===== config.mk =====
export PLATFORM = sky130hd
export DESIGN_NAME = servo_bus_packet_deframer
export DESIGN_NICKNAME = d
export VERILOG_FILES = /design/src/rtl/sbpd_pkg.sv /design/src/rtl/servo_bus_packet_deframer.sv /design/src/rtl/sbpd_in_reg.sv /design/src/rtl/sbpd_core.sv /design/src/rtl/sbpd_out_reg.sv
export SDC_FILE = /design/constraint.sdc
export NUM_CORES = 1
export LEC_CHECK = 0
export ABC_CLOCK_PERIOD_IN_PS = 4600
export BUFFER_PORTS_ARGS = -buffer_cell sky130_fd_sc_hd__buf_4
export CORE_ASPECT_RATIO = 1.75
export CORE_MARGIN = 2
export CORE_UTILIZATION = 25
export DETAILED_ROUTE_END_ITERATION = 8
export PLACE_DENSITY = 0.52
export SYNTH_ARGS = -nofsm -noshare
export SYNTH_HDL_FRONTEND = slang
export SYNTH_SLANG_ARGS = --single-unit

===== constraint.sdc =====
create_clock -name i_clk -period 4.6 [get_ports i_clk]
set_input_delay 0.46 -clock i_clk [delete_from_list [all_inputs] [get_ports i_clk]]
set_output_delay 0.46 -clock i_clk [all_outputs]
set_load 0.005 [all_outputs]

===== src/rtl/sbpd_pkg.sv =====
// Shared types and constants for the servo bus packet deframer.
// No dependencies; imported by every module of the block.
`timescale 1ns / 1ps

package sbpd_pkg;

    localparam logic [7:0]  SYNC_BYTE     = 8'h55;
    localparam logic [7:0]  SUM_GOOD      = 8'hFF;
    localparam logic [7:0]  MIN_LENGTH    = 8'd3;
    localparam logic [15:0] TIMEOUT_RESET = 16'd5;
    localparam logic [15:0] GAP_MAX       = 16'hFFFF;

    // positions of interest within a packet (sync bytes are 0 and 1)
    localparam logic [8:0] POS_HUNT   = 9'd0;
    localparam logic [8:0] POS_SYNC1  = 9'd1;
    localparam logic [8:0] POS_BODY   = 9'd2;
    localparam logic [8:0] POS_LENGTH = 9'd3;
    localparam logic [8:0] POS_DATA   = 9'd4;

    typedef enum logic {
        OP_BYTE = 1'b0,
        OP_TICK = 1'b1
    } t_op;

    typedef enum logic [1:0] {
        ST_OK        = 2'd0,
        ST_CSUM_FAIL = 2'd1,
        ST_BAD_LEN   = 2'd2,
        ST_TIMEOUT   = 2'd3
    } t_status;

    typedef struct packed {
        t_op        operation;
        logic [7:0] rx_byte;
    } t_item;

    typedef struct packed {
        logic [7:0] byte_value;
        logic [8:0] position;
        logic       last;
        t_status    status;
    } t_result;

endpackage


===== src/rtl/servo_bus_packet_deframer.sv =====
// Top level of the servo bus packet deframer.
// Depends on sbpd_pkg, sbpd_in_reg, sbpd_core, sbpd_out_reg.
`timescale 1ns / 1ps
//
//  channel   dir  handshake                   payload
//  s_axis    in   s_axis_tvalid/tready        tdata[7:0] rx_byte, tuser[0] operation
//  m_axis    out  m_axis_tvalid/tready        tdata[7:0] byte_value, [16:8] position,
//                                             tlast last, tuser[1:0] status
//  cfg       in   i_cfg_wr_en (no wait)       i_cfg_wr_data[15:0] gap_timeout_ticks
//
//  One transaction per cycle sustained while m_axis does not stall. An item
//  accepted into the input register stays there while the core works on it,
//  and its result is loaded into the result register once that register has
//  room, which raises m_axis_tvalid; the result is then taken from there.
//  The per-item state update in the core sets the rate.
//  Synchronous active-low reset clears the pipeline valids and the framing
//  state and restores the gap timeout to 5 ticks.
//  A stall on m_axis holds the result register; the input register keeps
//  accepting until it is itself full, then s_axis_tready drops.
//
// Packet: 0x55 0x55 id len cmd data... chk; body positions count from 2, the
// last body byte sits at position len+2. Sum of id..chk must be 0xFF.

module servo_bus_packet_deframer import sbpd_pkg::*; (
    input  logic        i_clk,
    input  logic        i_rst_n,
    // configuration
    input  logic        i_cfg_wr_en,
    input  logic [15:0] i_cfg_wr_data,
    // input stream
    input  logic        s_axis_tvalid,
    output logic        s_axis_tready,
    input  logic [7:0]  s_axis_tdata,   // [7:0] rx_byte
    input  logic [0:0]  s_axis_tuser,   // [0] operation (0 byte, 1 tick)
    // result stream
    output logic        m_axis_tvalid,
    input  logic        m_axis_tready,
    output logic [23:0] m_axis_tdata,   // [7:0] byte_value, [16:8] position, rest 0
    output logic [1:0]  m_axis_tuser,   // [1:0] status
    output logic        m_axis_tlast
);

    t_item   in_item;
    t_item   held_item;
    logic    held_valid;
    logic    advance;
    logic    out_free;
    logic    res_valid;
    t_result res;
    t_result out_res;

    assign in_item.operation = t_op'(s_axis_tuser[0]);
    assign in_item.rx_byte   = s_axis_tdata;

    // the core runs whenever the held item can leave: the result register has
    // room for whatever it produces (items without a result also wait for that room)
    assign advance = held_valid && out_free;

    sbpd_in_reg u_in_reg (
        .i_clk     (i_clk),
        .i_rst_n   (i_rst_n),
        .i_valid   (s_axis_tvalid),
        .o_ready   (s_axis_tready),
        .i_item    (in_item),
        .i_advance (advance),
        .o_valid   (held_valid),
        .o_item    (held_item)
    );

    sbpd_core u_core (
        .i_clk         (i_clk),
        .i_rst_n       (i_rst_n),
        .i_cfg_wr_en   (i_cfg_wr_en),
        .i_cfg_wr_data (i_cfg_wr_data),
        .i_fire        (advance),
        .i_item        (held_item),
        .o_res_valid   (res_valid),
        .o_res         (res)
    );

    sbpd_out_reg u_out_reg (
        .i_clk   (i_clk),
        .i_rst_n (i_rst_n),
        .i_load  (res_valid),
        .i_res   (res),
        .o_free  (out_free),
        .o_valid (m_axis_tvalid),
        .i_ready (m_axis_tready),
        .o_res   (out_res)
    );

    assign m_axis_tdata = {7'd0, out_res.position, out_res.byte_value};
    assign m_axis_tuser = out_res.status;
    assign m_axis_tlast = out_res.last;

endmodule


===== src/rtl/sbpd_in_reg.sv =====
// Input register of the deframer: holds one accepted transaction.
// Depends on sbpd_pkg.
`timescale 1ns / 1ps

module sbpd_in_reg import sbpd_pkg::*; (
    input  logic  i_clk,
    input  logic  i_rst_n,
    input  logic  i_valid,
    output logic  o_ready,
    input  t_item i_item,
    input  logic  i_advance,   // core consumes the held item this cycle
    output logic  o_valid,
    output t_item o_item
);

    logic  r_valid;
    t_item r_item;

    assign o_ready = !r_valid || i_advance;
    assign o_valid = r_valid;
    assign o_item  = r_item;

    always_ff @(posedge i_clk) begin
        if (!i_rst_n) begin
            r_valid <= 1'b0;
        end else if (o_ready) begin
            r_valid <= i_valid;
        end
    end

    always_ff @(posedge i_clk) begin
        if (o_ready && i_valid) begin
            r_item <= i_item;
        end
    end

endmodule


===== src/rtl/sbpd_core.sv =====
// Deframer state and per-item update: sync hunt, length, checksum, gap timer.
// Depends on sbpd_pkg.
`timescale 1ns / 1ps

module sbpd_core import sbpd_pkg::*; (
    input  logic        i_clk,
    input  logic        i_rst_n,
    input  logic        i_cfg_wr_en,
    input  logic [15:0] i_cfg_wr_data,
    input  logic        i_fire,       // process i_item this cycle
    input  t_item       i_item,
    output logic        o_res_valid,
    output t_result     o_res
);

    logic [15:0] r_gap_timeout;
    logic [8:0]  r_byte_index, n_byte_index;
    logic [8:0]  r_end_index,  n_end_index;
    logic [7:0]  r_sum,        n_sum;
    logic [15:0] r_gap_count,  n_gap_count;

    logic [15:0] gap_inc;
    logic [7:0]  sum_add;
    logic [8:0]  idx_inc;

    assign gap_inc = (r_gap_count != GAP_MAX) ? r_gap_count + 16'd1 : r_gap_count;
    assign sum_add = r_sum + i_item.rx_byte;
    assign idx_inc = r_byte_index + 9'd1;

    always_comb begin
        n_byte_index = r_byte_index;
        n_end_index  = r_end_index;
        n_sum        = r_sum;
        n_gap_count  = r_gap_count;
        o_res_valid  = 1'b0;
        o_res        = '{byte_value: 8'd0, position: 9'd0, last: 1'b0, status: ST_OK};

        if (i_fire) begin
            if (i_item.operation == OP_TICK) begin
                if (r_byte_index != POS_HUNT) begin
                    n_gap_count = gap_inc;
                    if (gap_inc >= r_gap_timeout) begin
                        n_byte_index = POS_HUNT;
                        n_end_index  = 9'd0;
                        n_sum        = 8'd0;
                        n_gap_count  = 16'd0;
                        o_res_valid  = 1'b1;
                        o_res.last   = 1'b1;
                        o_res.status = ST_TIMEOUT;
                    end
                end
            end else begin
                n_gap_count = 16'd0;
                if (r_byte_index == POS_HUNT) begin
                    if (i_item.rx_byte == SYNC_BYTE) begin
                        n_byte_index = POS_SYNC1;
                    end
                end else if (r_byte_index == POS_SYNC1) begin
                    if (i_item.rx_byte == SYNC_BYTE) begin
                        n_byte_index = POS_BODY;
                        n_sum        = 8'd0;
                        n_end_index  = 9'd0;
                    end else begin
                        n_byte_index = POS_HUNT;
                    end
                end else begin
                    o_res_valid      = 1'b1;
                    o_res.byte_value = i_item.rx_byte;
                    o_res.position   = r_byte_index;
                    n_sum            = sum_add;
                    n_byte_index     = idx_inc;
                    if (r_byte_index == POS_LENGTH) begin
                        n_end_index = {1'b0, i_item.rx_byte} + 9'd3;
                    end
                    if (r_byte_index == POS_LENGTH && i_item.rx_byte < MIN_LENGTH) begin
                        // short length byte: abort and resync
                        n_byte_index = POS_HUNT;
                        n_end_index  = 9'd0;
                        n_sum        = 8'd0;
                        o_res.last   = 1'b1;
                        o_res.status = ST_BAD_LEN;
                    end else if (r_byte_index >= POS_DATA && idx_inc == r_end_index) begin
                        n_byte_index = POS_HUNT;
                        n_end_index  = 9'd0;
                        n_sum        = 8'd0;
                        o_res.last   = 1'b1;
                        o_res.status = (sum_add == SUM_GOOD) ? ST_OK : ST_CSUM_FAIL;
                    end
                end
            end
        end
    end

    always_ff @(posedge i_clk) begin
        if (!i_rst_n) begin
            r_gap_timeout <= TIMEOUT_RESET;
            r_byte_index  <= POS_HUNT;
            r_end_index   <= 9'd0;
            r_sum         <= 8'd0;
            r_gap_count   <= 16'd0;
        end else begin
            if (i_cfg_wr_en) begin
                r_gap_timeout <= i_cfg_wr_data;
            end
            r_byte_index <= n_byte_index;
            r_end_index  <= n_end_index;
            r_sum        <= n_sum;
            r_gap_count  <= n_gap_count;
        end
    end

endmodule


===== src/rtl/sbpd_out_reg.sv =====
// Result register of the deframer, drives the master-side stream.
// Depends on sbpd_pkg.
`timescale 1ns / 1ps

module sbpd_out_reg import sbpd_pkg::*; (
    input  logic    i_clk,
    input  logic    i_rst_n,
    input  logic    i_load,      // a new result is written this cycle
    input  t_result i_res,
    output logic    o_free,      // register can take a result this cycle
    output logic    o_valid,
    input  logic    i_ready,
    output t_result o_res
);

    logic    r_valid;
    t_result r_res;

    assign o_free  = !r_valid || i_ready;
    assign o_valid = r_valid;
    assign o_res   = r_res;

    always_ff @(posedge i_clk) begin
        if (!i_rst_n) begin
            r_valid <= 1'b0;
        end else if (i_load) begin
            r_valid <= 1'b1;
        end else if (i_ready) begin
            r_valid <= 1'b0;
        end
    end

    always_ff @(posedge i_clk) begin
        if (i_load) begin
            r_res <= i_res;
        end
    end

endmodule


==> summary.txt <==
Outcome
  – Outcome: finished clean

Cells and area
  – Final nets: about 650
  – Ant. Diodes: 0
  – Layout cell share with drive strength beyond 1: 15.9%
  – Syn-to-layout area delta: 16.5%
  – Count of non-filler cells in the finished layout: approximately 840

CTS
  – Latest clock arrival within the worst-skew pair: around 0.36 ns
  – Cells resized by post-CTS repair: 0
  – H-tree depth: 3
  – Clock buffer depth: 2
  – Setup repair bufs after CTS: 0
  – Root Buffer: clkbuf_16
  – Total CTS buffers: 9
  – CTS clk-pin slew, worst paths: 0.07 ns
  – CTS tree: built
  – CTS Hold Bufs: 0
  – # clock sinks: 89

Drt
  – DR WL/cell: 15.2 µm
  – Pre-Repair DR Iteration Count: 4
  – Vias per inst: around 4.7
  – Starting DRT DRC Count: 103
  – Final WL: 12.8 mm
  – DR DRC count: 0
  – Antenna Nets Post-Route: 0
  – Vias: 3,956

Setup path
  – CP startpoint kind: flop
  – Crit Path Category: reg -> reg
  – R2R Setup Slk: 0.78 ns
  – Reg-to-Reg End: u_core.r_end_index[4]$_SDFFE_PN0P_
  – Crit Path Max Fanout: 9
  – Reg-to-reg startpoint: u_core.r_gap_count[3]$_SDFFE_PN0P_
  – Crit. End Element: flop
  – CP Data Required Time: 4.88 ns
  – Worst R2R Path Depth: 15
  – Crit path arrival time: 4.10 ns

Logic synthesis
  – Synth async-reset ratio: 0%
  – Seq/Total Area, Yosys: 40.2%
  – Predominant post-synthesis flop cell: dfxtp_1
  – Syn Area/Cell: 9.40 µm²
  – Yosys top cell by area: dfxtp_1
  – Yosys Warn Count: 0
  – EDFF count, synth: 29
  – Yosys cell types: 66
  – Synth top area cells: dfxtp_1 (23%), edfxtp_1 (17%), ha_1 (7.3%)
  – #FFs+latches synth: 89
  – Cell Area, Synth: 5150 µm²
  – Top cell type's share of synthesized area: 23.3%
  – Cells after Synth: ~550

Die
  – IO Count: ~60
  – Die H: 194 µm
  – Die width: approximately 110 µm
  – Core area: 20,300 µm²
  – Die area: 21,800 µm²
  – # rows: between 60 and 70
  – Initial core utilization: between 20% and 30%

GRT
  – First-pass GRT wire length: around 20 mm
  – Vias in the first global route: 3,909
  – GRT Overall Usage: 11.9%
  – Global route total overflow: 0
  – Pin count of the biggest net entering global routing: 28
  – Initial antenna violation count: 0

Timing
  – Final setup margin: just under 0.8 ns
  – Fin crit period: roughly 3.8 ns
  – Max Clock Freq: around 260 MHz
  – RSZ-0062 raised after global routing: no
  – Pins over their slew limit: 0
  – Worst Clk Skew: 0.00990 ns
  – Final Setup Violations: 0
  – Max_slew headroom: 32.7%
  – Final-report hold violation count: 0
  – Tcrit/Tclk final: 83.1%
  – Worst Tran Pin Value: 1.01 ns
  – Setup_tns: 0 ns

Hold path
  – Hold Startpoint: s_axis_tdata[1]
  – WHS Path Cells: 1
  – Worst hold path type: in -> reg
  – Hold path endpoint: u_in_reg.o_item[1]$_DFFE_PP_

Power and ir drop
  – Leak: 2.52 nW
  – Pwr Total: 1.65 mW
  – Cell area power density: between 200 and 300 nW/µm²
  – Peak supply drop: 0.153 mV

Placed design
  – IO buf count: 51
  – HPWL after detailed placement: ~9.8 mm
  – Worst slack, placed: 0.752 ns
  – Post-placement cell count: between 800 and 900
  – RePlAce Congestion: 0.773

Job
  – Max-cap violations: 0
## critical path, cell delays in order (launching register included)
cell and delay (ns):
dfxtp_1 0.48, and4_1 0.35, nand4_1 0.22, nor2_1 0.36, nor2_1 0.11, nand3_1 0.16, xnor2_1 0.14, ha_1 0.26
and3_1 0.18, a221oi_1 0.28, and4_1 0.23, o21ai_1 0.13, and2_1 0.21, o311ai_1 0.17, buf_4 0.28, mux2i_1 0.19
## Yosys cell counts (8+ instances only)
library cell and number:
a21oi_1 26, xor2_1 14, and3_1 11, nand2_1 46, ha_1 30, edfxtp_1 29
buf_2 9, and2_1 17, clkbuf_1 13, xnor2_1 17, inv_1 27, dfxtp_1 60
buf_4 10, nand3_1 16, mux2i_1 24, or3_1 9, nand2b_1 13, nor3_1 12
o21ai_0 10, nor2_1 47, o21ai_1 8
## area by class of cell
type	instances	area, µm²
Clock buffer	9	225
Clock inverter	7	46.3
Sequential cell	89	2070
Inverter	27	101
Multi-Input combinational cell	405	2830
Fill cell	2163	14300
Timing Repair Buffer	56	420
Tap cell	248	310
## sequential cells by signal, summed over array words and instances, names as in the netlist
name,flops
u_core.r_sum,8
u_core.r_end_index,9
u_core.r_gap_count,16
u_core.r_gap_timeout,16
u_core.r_byte_index,9
u_in_reg.o_valid,1
u_out_reg.o_res,20
u_out_reg.o_valid,1
u_in_reg.o_item,9
## kinds of logic (layout without fill, tap and decap cells)
kind of cell / Yosys count / after routing / synth area share (%)
and+or+nand+nor: 208 / 208 / 22.1
AOI/OAI and AO/OA: 98 / 98 / 13.0
DFF: 89 / 89 / 40.2
buffers and inverters: 60 / 99 / 5.46
xor gates and xnor gates: 33 / 33 / 5.90
adders and majority gates: 31 / 31 / 7.67
muxes: 28 / 28 / 5.54
other: 1 / 7 / 0.0728
## worst max-delay path by stage
stage | end | start | slack [ns] | cells after the start
finish | u_core.r_end_index[4]$_SDFFE_PN0P_ | u_core.r_gap_count[3]$_SDFFE_PN0P_ | 0.78 | 15
global route | u_core.r_end_index[2]$_SDFFE_PN0P_ | u_core.r_gap_count[3]$_SDFFE_PN0P_ | 0.37 | 15
CTS | u_core.r_end_index[6]$_SDFFE_PN0P_ | u_core.r_gap_count[3]$_SDFFE_PN0P_ | 0.73 | 15
global placement | u_core.r_end_index[7]$_SDFFE_PN0P_ | u_core.r_gap_count[3]$_SDFFE_PN0P_ | 0.84 | 15
floorplan | u_out_reg.o_res[0]$_SDFFCE_PN0P_ | u_core.r_gap_count[3]$_SDFFE_PN0P_ | 0.59 | 16
detailed placement | u_core.r_end_index[2]$_SDFFE_PN0P_ | u_core.r_gap_count[3]$_SDFFE_PN0P_ | 0.75 | 15
## cells in the final DEF, fill, tap and decap left out, types with 8 or more instances in the layout
master     count
nand3_1       16
and3_1        11
mux2i_1       24
nor3_1        12
dfxtp_1       60
or3_1          9
inv_1         27
nand2b_1      13
clkbuf_16      9
ha_1          30
a21oi_1       25
edfxtp_1      29
o21ai_0       10
xnor2_1       17
nand2_1       46
buf_4         56
and2_1        17
o21ai_1        8
xor2_1        14
nor2_1        47
## metal layers
metal / GRT usage [%] / part of all wire [%] / vias up
li1: - / - / 2012
met1: 12.3 / 38 / 1871
met2: 23.5 / 58 / 58
met3: 1.19 / 2.3 / 15
met4: 5.37 / 2.3 / 0
met5: 0 / 0 / -
## through the flow
step	hold WS [ns]	cell area (µm²)	utilization (%)
3_3_place_gp	0.454	5730	28.2
5_1_grt	0.271	6000	29.6
3_5_place_dp	0.454	5730	28.2
2_1_floorplan	0.436	5170	-
6_report	0.275	6000	29.6
4_1_cts	0.269	6000	29.6
## power by group
part / total [mW] / internal (mW) / switching (mW)
sequential: 0.845 / 0.824 / 0.0215
clock: 0.692 / 0.365 / 0.327
combinational: 0.118 / 0.0539 / 0.0638
Note: power is estimated with default switching activity, not from simulation.
